File: src/hw/rtl/clsu_pkg.sv
// Types and constants of the combined generator with shuffle table.
package clsu_pkg;

   localparam int VAL_W  = 31;
   localparam int SEED_W = 32;
   localparam int MUL_W  = 16;
   localparam int FOLD_W = 8;

   localparam logic [VAL_W-1:0] MOD1       = 31'd2147483563;
   localparam logic [VAL_W-1:0] MOD2       = 31'd2147483399;
   localparam logic [VAL_W-1:0] MOD1M1     = 31'd2147483562;
   localparam logic [VAL_W-1:0] CEIL_LIMIT = 31'd2147483305;

   localparam logic [MUL_W-1:0] MUL1 = 16'd40014;
   localparam logic [MUL_W-1:0] MUL2 = 16'd40692;

   // 2^31 mod each modulus
   localparam logic [FOLD_W-1:0] FOLD1 = 8'd85;
   localparam logic [FOLD_W-1:0] FOLD2 = 8'd249;

   localparam int RECIP_SHIFT = 40;
   localparam int WARMUP      = 8;

   localparam logic signed [SEED_W-1:0] SEED_RESET = -32'sd1;

   typedef enum logic [2:0] {
      ST_IDLE,
      ST_SEED_MUL,
      ST_SEED_FOLD,
      ST_DRAW_MUL,
      ST_DRAW_FOLD,
      ST_DRAW_OUT,
      ST_INDEX
   } state_type;

   typedef enum logic {
      GEN_FIRST,
      GEN_SECOND
   } gen_sel_type;

endpackage

File: src/hw/rtl/clsu_mulmod.sv
// Multiply-modulo step of one multiplicative generator, with the product registered before the fold.
module clsu_mulmod (
   input  logic                        clock,
   input  clsu_pkg::gen_sel_type       gen_sel,
   input  logic [clsu_pkg::VAL_W-1:0]  x,
   output logic [clsu_pkg::VAL_W-1:0]  result
);
   import clsu_pkg::*;

   localparam int PROD_W = VAL_W + MUL_W;
   localparam int HI_W   = PROD_W - VAL_W;
   localparam int SCL_W  = HI_W + FOLD_W;

   logic [MUL_W-1:0]  mul;
   logic [PROD_W-1:0] prod_in, prod_ff;
   gen_sel_type       sel_in, sel_ff;
   logic [FOLD_W-1:0] fold;
   logic [VAL_W-1:0]  modulus;
   logic [SCL_W-1:0]  hi_scaled;
   logic [VAL_W:0]    sum, diff;

   always_comb begin
      mul     = (gen_sel == GEN_SECOND) ? MUL2 : MUL1;
      prod_in = PROD_W'(x) * PROD_W'(mul);
      sel_in  = gen_sel;
   end

   always_ff @(posedge clock) begin
      prod_ff <= prod_in;
      sel_ff  <= sel_in;
   end

   // fold the bits above 2^31 back in, then one conditional subtract
   always_comb begin
      fold      = (sel_ff == GEN_SECOND) ? FOLD2 : FOLD1;
      modulus   = (sel_ff == GEN_SECOND) ? MOD2 : MOD1;
      hi_scaled = SCL_W'(prod_ff[PROD_W-1:VAL_W]) * SCL_W'(fold);
      sum       = (VAL_W+1)'(prod_ff[VAL_W-1:0]) + (VAL_W+1)'(hi_scaled);
      diff      = sum - (VAL_W+1)'(modulus);
      result    = (sum >= (VAL_W+1)'(modulus)) ? diff[VAL_W-1:0] : sum[VAL_W-1:0];
   end

endmodule

File: src/hw/rtl/clsu_bucket.sv
// Shuffle index unit: previous output divided by the bucket size, with the estimate registered on load.
module clsu_bucket #(
   parameter  int TABLE_DEPTH = 32,
   localparam int IDX_W       = $clog2(TABLE_DEPTH)
) (
   input  logic                       clock,
   input  logic                       load,
   input  logic [clsu_pkg::VAL_W-1:0] value,
   output logic [IDX_W-1:0]           idx
);
   import clsu_pkg::*;

   localparam int    EST_W  = IDX_W + 1;
   localparam longint BUCKET = 64'(MOD1M1) / TABLE_DEPTH + 1;
   localparam longint RECIP  = (64'd1 << RECIP_SHIFT) / BUCKET;
   localparam int    PROD_W = RECIP_SHIFT + EST_W;
   localparam int    CHK_W  = VAL_W + EST_W;

   logic [PROD_W-1:0] prod;
   logic [EST_W-1:0]  est_in, est_ff, est_next, fixed;
   logic [VAL_W-1:0]  value_ff;
   logic [CHK_W-1:0]  upper;

   // reciprocal estimate is exact or one low
   always_comb begin
      prod   = PROD_W'(value) * PROD_W'(RECIP);
      est_in = prod[RECIP_SHIFT +: EST_W];
   end

   always_ff @(posedge clock) begin
      if (load) begin
         value_ff <= value;
         est_ff   <= est_in;
      end
   end

   always_comb begin
      est_next = est_ff + EST_W'(1);
      upper    = CHK_W'(est_next) * CHK_W'(BUCKET);
      fixed    = (CHK_W'(value_ff) >= upper) ? est_next : est_ff;
      if (fixed >= EST_W'(TABLE_DEPTH)) begin
         fixed = EST_W'(TABLE_DEPTH - 1);
      end
      idx = fixed[IDX_W-1:0];
   end

endmodule

File: src/hw/rtl/clsu_table.sv
// Shuffle table memory: one port, read-first, registered read data.
module clsu_table #(
   parameter  int TABLE_DEPTH = 32,
   localparam int IDX_W       = $clog2(TABLE_DEPTH)
) (
   input  logic                       clock,
   input  logic                       write_enable,
   input  logic [IDX_W-1:0]           addr,
   input  logic [clsu_pkg::VAL_W-1:0] write_data,
   output logic [clsu_pkg::VAL_W-1:0] read_data
);
   import clsu_pkg::*;

   logic [VAL_W-1:0] mem [TABLE_DEPTH];
   logic [VAL_W-1:0] read_data_ff;

   always_ff @(posedge clock) begin
      if (write_enable) begin
         mem[addr] <= write_data;
      end
      read_data_ff <= mem[addr];
   end

   assign read_data = read_data_ff;

endmodule

File: src/hw/rtl/combined_lcg_shuffle_uniform.sv
// Top level of the combined multiplicative uniform generator with shuffle table.
// Each draw transaction returns a 31-bit numerator in 1..2147483562 (the uniform
// value is numerator / 2147483563) and a flag that is set when the value lies
// above 1 - 1.2e-7. Two multiplicative generators (mod 2147483563 and mod
// 2147483399) run through registered multiply-modulo units; their difference is
// mixed through a TABLE_DEPTH-entry shuffle table held in a single-port memory.
// A seeded draw runs from acceptance through multiply, fold with table
// read-modify-write, output, and the index divide that picks the next table
// entry, then returns to idle for the next acceptance. The first draw after
// reset or after a seed write first runs the seeding: TABLE_DEPTH + 8 warm-up
// steps through the first generator's unit, filling the table, plus an index
// step, after which the draw itself proceeds. A transaction with the request
// bit clear is accepted while idle and returns nothing. The result sits in an
// output register, so a finished result may wait for the consumer while the
// next request is accepted; that draw then holds in its fold stage, before the
// table update, until the output register is free. Write the seed only while no
// draw is in flight; the magnitude of the seed is used, zero acts as one.
module combined_lcg_shuffle_uniform #(
   parameter int TABLE_DEPTH = 32
) (
   input  logic                              clock,
   input  logic                              reset,
   input  logic                              req_valid,
   output logic                              req_stall,
   input  logic                              req_draw_request,
   output logic                              rsp_valid,
   input  logic                              rsp_stall,
   output logic [clsu_pkg::VAL_W-1:0]        rsp_uniform_numerator,
   output logic                              rsp_at_ceiling,
   input  logic                              csr_wr_en,
   input  logic signed [clsu_pkg::SEED_W-1:0] csr_wr_data
);
   import clsu_pkg::*;

   localparam int IDX_W = $clog2(TABLE_DEPTH);
   localparam int CNT_W = $clog2(TABLE_DEPTH + WARMUP);

   state_type                state_ff, state_in;
   logic signed [SEED_W-1:0] seed_ff, seed_in;
   logic                     seeded_ff, seeded_in;
   logic                     pend_ff, pend_in;
   logic [CNT_W-1:0]         cnt_ff, cnt_in;
   logic [VAL_W-1:0]         gen1_ff, gen1_in;
   logic [VAL_W-1:0]         gen2_ff, gen2_in;
   logic [IDX_W-1:0]         idx_ff, idx_in;
   logic                     rsp_valid_ff, rsp_valid_in;
   logic [VAL_W-1:0]         numer_ff, numer_in;
   logic                     ceil_ff, ceil_in;

   logic [VAL_W-1:0]  gen1_step, gen2_step;
   logic [VAL_W-1:0]  rd_data;
   logic              tbl_we;
   logic [IDX_W-1:0]  tbl_addr;
   logic [VAL_W-1:0]  tbl_wdata;
   logic              bucket_load;
   logic [VAL_W-1:0]  bucket_value;
   logic [IDX_W-1:0]  bucket_idx;
   logic [SEED_W-1:0] seed_neg, seed_abs;
   logic [VAL_W-1:0]  seed_mag;
   logic [VAL_W:0]    draw_sum;
   logic [VAL_W-1:0]  draw_val;

   clsu_mulmod u_mulmod_first (
      .clock   (clock),
      .gen_sel (GEN_FIRST),
      .x       (gen1_ff),
      .result  (gen1_step)
   );

   clsu_mulmod u_mulmod_second (
      .clock   (clock),
      .gen_sel (GEN_SECOND),
      .x       (gen2_ff),
      .result  (gen2_step)
   );

   clsu_table #(.TABLE_DEPTH(TABLE_DEPTH)) u_table (
      .clock        (clock),
      .write_enable (tbl_we),
      .addr         (tbl_addr),
      .write_data   (tbl_wdata),
      .read_data    (rd_data)
   );

   clsu_bucket #(.TABLE_DEPTH(TABLE_DEPTH)) u_bucket (
      .clock (clock),
      .load  (bucket_load),
      .value (bucket_value),
      .idx   (bucket_idx)
   );

   // seed magnitude; most negative saturates, zero becomes one
   always_comb begin
      seed_neg = -seed_ff;
      seed_abs = seed_ff[SEED_W-1] ? seed_neg : seed_ff;
      if (seed_abs[SEED_W-1]) begin
         seed_mag = '1;
      end else begin
         seed_mag = seed_abs[VAL_W-1:0];
      end
      if (seed_mag == '0) begin
         seed_mag = VAL_W'(1);
      end
   end

   // wrap a non-positive difference back into 1..MOD1M1
   always_comb begin
      if (rd_data > gen2_ff) begin
         draw_sum = (VAL_W+1)'(rd_data) - (VAL_W+1)'(gen2_ff);
      end else begin
         draw_sum = (VAL_W+1)'(rd_data) + (VAL_W+1)'(MOD1M1) - (VAL_W+1)'(gen2_ff);
      end
      draw_val = draw_sum[VAL_W-1:0];
   end

   always_comb begin
      state_in     = state_ff;
      seeded_in    = seeded_ff;
      pend_in      = pend_ff;
      cnt_in       = cnt_ff;
      gen1_in      = gen1_ff;
      gen2_in      = gen2_ff;
      idx_in       = idx_ff;
      tbl_we       = 1'b0;
      tbl_addr     = idx_ff;
      tbl_wdata    = gen1_step;
      bucket_load  = 1'b0;
      bucket_value = draw_val;
      rsp_valid_in = rsp_valid_ff && rsp_stall;
      numer_in     = numer_ff;
      ceil_in      = ceil_ff;
      req_stall    = (state_ff != ST_IDLE);
      seed_in      = csr_wr_en ? csr_wr_data : seed_ff;

      case (state_ff)
         ST_IDLE: begin
            if (req_valid && req_draw_request) begin
               if (!seeded_ff) begin
                  gen1_in  = seed_mag;
                  gen2_in  = seed_mag;
                  cnt_in   = CNT_W'(TABLE_DEPTH + WARMUP - 1);
                  state_in = ST_SEED_MUL;
               end else begin
                  state_in = ST_DRAW_MUL;
               end
            end
         end
         ST_SEED_MUL: begin
            state_in = ST_SEED_FOLD;
         end
         ST_SEED_FOLD: begin
            // warm-up steps above the table depth are dropped
            gen1_in  = gen1_step;
            tbl_addr = cnt_ff[IDX_W-1:0];
            tbl_we   = (cnt_ff < CNT_W'(TABLE_DEPTH));
            if (cnt_ff == '0) begin
               bucket_load  = 1'b1;
               bucket_value = gen1_step;
               seeded_in    = 1'b1;
               pend_in      = 1'b1;
               state_in     = ST_INDEX;
            end else begin
               cnt_in   = cnt_ff - CNT_W'(1);
               state_in = ST_SEED_MUL;
            end
         end
         ST_DRAW_MUL: begin
            state_in = ST_DRAW_FOLD;
         end
         ST_DRAW_FOLD: begin
            // hold the table entry unwritten until the output register is free
            if (!rsp_valid_ff || !rsp_stall) begin
               gen1_in  = gen1_step;
               gen2_in  = gen2_step;
               tbl_we   = 1'b1;
               state_in = ST_DRAW_OUT;
            end
         end
         ST_DRAW_OUT: begin
            rsp_valid_in = 1'b1;
            numer_in     = draw_val;
            ceil_in      = (draw_val > CEIL_LIMIT);
            bucket_load  = 1'b1;
            state_in     = ST_INDEX;
         end
         ST_INDEX: begin
            idx_in   = bucket_idx;
            pend_in  = 1'b0;
            state_in = pend_ff ? ST_DRAW_MUL : ST_IDLE;
         end
         default: begin
            state_in = ST_IDLE;
         end
      endcase

      if (csr_wr_en) begin
         seeded_in = 1'b0;
      end
   end

   always_ff @(posedge clock) begin
      if (reset) begin
         state_ff     <= ST_IDLE;
         seed_ff      <= SEED_RESET;
         seeded_ff    <= 1'b0;
         pend_ff      <= 1'b0;
         rsp_valid_ff <= 1'b0;
      end else begin
         state_ff     <= state_in;
         seed_ff      <= seed_in;
         seeded_ff    <= seeded_in;
         pend_ff      <= pend_in;
         rsp_valid_ff <= rsp_valid_in;
      end
   end

   always_ff @(posedge clock) begin
      cnt_ff   <= cnt_in;
      gen1_ff  <= gen1_in;
      gen2_ff  <= gen2_in;
      idx_ff   <= idx_in;
      numer_ff <= numer_in;
      ceil_ff  <= ceil_in;
   end

   assign rsp_valid             = rsp_valid_ff;
   assign rsp_uniform_numerator = numer_ff;
   assign rsp_at_ceiling        = ceil_ff;

endmodule

File: config.mk
export PLATFORM = sky130hd
export DESIGN_NAME = combined_lcg_shuffle_uniform
export DESIGN_NICKNAME = d
export VERILOG_FILES = /design/src/hw/rtl/clsu_pkg.sv /design/src/hw/rtl/clsu_mulmod.sv /design/src/hw/rtl/clsu_bucket.sv /design/src/hw/rtl/clsu_table.sv /design/src/hw/rtl/combined_lcg_shuffle_uniform.sv
export SDC_FILE = /design/constraint.sdc
export NUM_CORES = 2
export LEC_CHECK = 0
export BUFFER_PORTS_ARGS = -buffer_cell sky130_fd_sc_hd__buf_2
export CORE_UTILIZATION = 55
export CTS_BUF_LIST = sky130_fd_sc_hd__clkbuf_2
export CTS_CLUSTER_DIAMETER = 80
export DETAILED_ROUTE_END_ITERATION = 12
export MAX_ROUTING_LAYER = met4
export PLACE_DENSITY = 0.71
export SETUP_SLACK_MARGIN = 0.02
export SYNTH_ARGS = -nofsm -noshare
export SYNTH_HDL_FRONTEND = slang
export SYNTH_SLANG_ARGS = --single-unit
File: constraint.sdc
create_clock -name clock -period 14.4 [get_ports clock]
set_input_delay 1.44 -clock clock [delete_from_list [all_inputs] [get_ports clock]]
set_output_delay 1.44 -clock clock [all_outputs]
set_load 0.05 [all_outputs]
==> results.py <==
metrics = {
    "worst_hold_path": {
        "whs_endpoint": "rsp_valid$_SDFF_PP0_",
        "hold_path_depth": 3,
        "hp-start": "rsp_stall",
        "hold_class": "input port to flop",
    },
    "timing": {
        "min_period_ns": 7.73,
        "fin_skew_ns": 0.263,
        "tns_ns": 0,
        "setup_viol": 0,
        "tightest_slew_ns": 1.46,
        "hold_violations": 0,
        "rsz0062_at_grt": "false",
        "slew_headroom": 0.0195,
        "finalMaxSlewViolations": 0,
        "fin_crit_sh": 0.537,
        "fmax_mhz": 129,
    },
    "synth": {
        "synth_top_family_by_area": "adder cells",
        "synth_flop_cell": "edfxtp_1",
        "synth_mux_area_frac": 0.0847,
        "ys_ff_latch": 1288,
        "syn_area_um2": 77000,
        "synth_commonest_cells": "edfxtp_1 (1128), inv_1 (903), ha_1 (595)",
        "yosysMostFrequentCell": "edfxtp_1",
        "yosysTopAreaCellShare": 0.440,
        "synthArstFlopShare": 0,
        "synth.avg_cell_area_um2": 13.3,
        "yosys.area.top_type": "edfxtp_1",
        "ys_top_cells_by_area": "edfxtp_1 (44%), fa_1 (12%), ha_1 (9.7%)",
        "synthAdderAreaFrac": 0.219,
        "seq_area_frac_synth": 0.482,
        "synth-simple-area-share": 0.0573,
        "ys_types": 98,
        "ys_warn_count": 0,
        "synth_compound_area_frac": 0.0764,
        "synth_nets": 6885,
        "postSynthCellCount": 5783,
        "synth_edf_count": 1128,
        "synthXorXnorAreaFrac": 0.0287,
    },
    "clock_network": {
        "cts_hold_buf": 33,
        "cts-root-buf": "clkbuf_2",
        "clk_latency_ns": 1.79,
        "cts_tree": "yes",
        "cts_buffers": 331,
        "clkSinkCount": 1288,
        "htree_levels": 5,
        "cts_setup_buffers": 0,
        "cts_buffer_depth": 4,
        "path_clk_slew_ns": 0.10,
        "cts_resized": 0,
    },
    "place": {
        "dpl.hpwl_um": 152000,
        "gp_congestion": 0.979,
        "dp.cells": 7651,
        "port_buffers": 71,
    },
    "worst_setup_path": {
        "slowest_stage": "xor2_1",
        "cp.arrival_ns": 8.93,
        "cp_max_fo": 32,
        "rr_startpoint": "u_mulmod_first.prod_ff[35]$_DFF_P_",
        "cp-start-kind": "flop",
        "cp_data_required_time_ns": 15.60,
        "path_cells": "ha_1, fa_1, inv_1, fa_1, fa_1, inv_1, ha_1, nand2_1, o211ai_1, o31a_1, o221ai_1, a311oi_1, nand4b_1, nand4bb_1, o21bai_4, and2_1, nand4_1, xor2_1, inv_1",
        "reg2reg_depth": 19,
        "crit_family": "adder cells",
        "critPathLaunch": "u_mulmod_first.prod_ff[35]$_DFF_P_",
        "r2r_end": "u_table.mem[29][22]$_DFFE_PP_",
        "r2r_slack_ns": 6.67,
        "endpoint_kind": "flop",
        "critical_path.max_stage_delay_ns": 0.88,
        "crit_type": "flop to flop",
        "worst-path-buf-inv": 3,
    },
    "flow_run": {
        "cap_violations": 0,
    },
    "drt": {
        "vias_per_cell": 6.07,
        "dr.pass1.iters": 6,
        "drt_wl_total_um": 218000,
        "ant_nets": 0,
        "dr.first_iter.drc_count": 5527,
        "drc": 0,
        "routedWlPerCell_um": 26.3,
        "vias": 50100,
    },
    "floorplan": {
        "die_w_um": 376,
        "die_area_um2": 141000,
        "ios": 72,
        "core-area_um2": 138000,
        "rows": 136,
        "initial_utilization": 0.557,
        "fp.dieH_um": 376,
    },
    "final_layout": {
        "n_fill_cell": 11000,
        "drive_gt1_frac": 0.163,
        "nets": 7256,
        "area_growth_pct": 8.25,
        "final_cells": 8263,
    },
    "global_route": {
        "grtUsageTotal": 0.323,
        "grt_pass1_wl_um": 324000,
        "grt_max_degree": 110,
        "antenna_found_initial": 8,
        "grt_remaining_overflow": 0,
        "grt_pass1_vias": 50500,
    },
    "status": {
        "status": "finished, final reports clean",
    },
}
-- logic make-up (layout without fill, tap and decap cells) --
| family | count (synthesis) | count (layout) |
|---|---|---|
| flops | 1288 | 1288 |
| fa+ha+maj | 1064 | 1064 |
| buf+inv | 1061 | 1667 |
| simple gates | 891 | 891 |
| compound gates | 889 | 889 |
| mux | 339 | 339 |
| xor+xnor | 251 | 251 |
| other cells | 0 | 11 |
-- final cells by class --
| cell class | count | area, µm² | area share |
|---|---|---|---|
| tap | 1863 | 2330 | 0.0280 |
| clock inverter | 94 | 453 | 0.00544 |
| multi-input combinational | 3434 | 36300 | 0.435 |
| sequential | 1288 | 37100 | 0.445 |
| clock buffer | 474 | 2370 | 0.0285 |
| antenna | 11 | 27.5 | 0.000330 |
| timing repair buffer | 196 | 1400 | 0.0168 |
| inverter | 903 | 3390 | 0.0407 |
-- placed cells by master, fill, tap and decap left out, types with 13 or more instances in the layout --
master / instances
xnor2_1: 158
nor2b_1: 29
nor4_1: 16
nor3_1: 61
clkinv_1: 67
nand4_1: 61
mux2_2: 21
and2_1: 13
buf_2: 71
nand3_1: 77
mux2i_1: 69
or2_2: 13
dfxtp_1: 160
fa_1: 469
mux4_2: 248
clkinv_2: 17
dlygate4sd3_1: 33
a211oi_1: 25
nand2_1: 212
inv_1: 903
a31oi_1: 29
ha_1: 595
and3_1: 38
a21oi_1: 243
a21o_1: 93
o211ai_1: 20
o21a_1: 32
buf_4: 90
nor2_4: 39
nand2b_1: 33
xor2_1: 86
edfxtp_1: 1128
o21bai_1: 34
clkbuf_2: 474
nor2_1: 205
a22oi_1: 116
o31ai_1: 22
or3_1: 17
o21ai_0: 138
-- registers in the layout, summed over array words and instances, names as in the netlist --
register / count
pend_ff: 1
idx_ff: 5
rsp_valid: 1
u_mulmod_second.prod_ff: 45
gen2_ff: 31
gen1_ff: 31
rsp_uniform_numerator: 31
rsp_at_ceiling: 1
u_mulmod_first.prod_ff: 46
u_table.mem: 992
u_table.read_data: 31
seed_ff: 32
seeded_ff: 1
cnt_ff: 6
u_bucket.value_ff: 31
state_ff: 3
-- worst max path at each step --
stage | end | slack [ns] | cells after the start
after floorplan | u_bucket.value_ff[12]$_DFFE_PP_ | 8.03 | 19
after global placement | u_table.mem[20][22]$_DFFE_PP_ | 6.78 | 19
after detailed placement | u_table.mem[21][22]$_DFFE_PP_ | 6.71 | 19
after CTS | u_table.mem[15][22]$_DFFE_PP_ | 6.75 | 19
after global routing | u_table.mem[15][22]$_DFFE_PP_ | 6.29 | 19
final | u_table.mem[29][22]$_DFFE_PP_ | 6.67 | 19
-- worst register-to-register path: stages (launching register included) --
cell and delay [ns]:
dfxtp_1 0.45, ha_1 0.29, fa_1 0.50, inv_1 0.05, fa_1 0.50, fa_1 0.55
inv_1 0.04, ha_1 0.47, nand2_1 0.15, o211ai_1 0.20, o31a_1 0.27, o221ai_1 0.23
a311oi_1 0.64, nand4b_1 0.15, nand4bb_1 0.34, o21bai_4 0.48, and2_1 0.30, nand4_1 0.13
xor2_1 0.88, inv_1 0.72
-- per-layer routing --
layer | share of wire | GRT usage | routed length [µm] | vias to the layer above
li1 | - | - | - | 21800
met1 | 0.40 | 0.431 | 86400 | 25200
met2 | 0.46 | 0.495 | 101000 | 2686
met3 | 0.10 | 0.0621 | 21900 | 475
met4 | 0.039 | 0.120 | 8400 | 0
met5 | 0 | - | 0 | -
-- stage by stage --
step | hold slack (ns) | setup slack, ns | utilization | instance area [µm²]
final | 0.369 | 6.67 | 0.603 | 83300
after global routing | 0.269 | 6.29 | 0.603 | 83300
after CTS | 0.206 | 6.75 | 0.603 | 83300
after detailed placement | 0.500 | 6.71 | 0.580 | 80100
after global placement | 0.495 | 6.78 | 0.580 | 80100
after floorplan | 0.467 | 8.03 | - | 77000
Power is not shown: default switching activity piles up to over one toggle a cycle in this logic, so the estimate is an artifact.
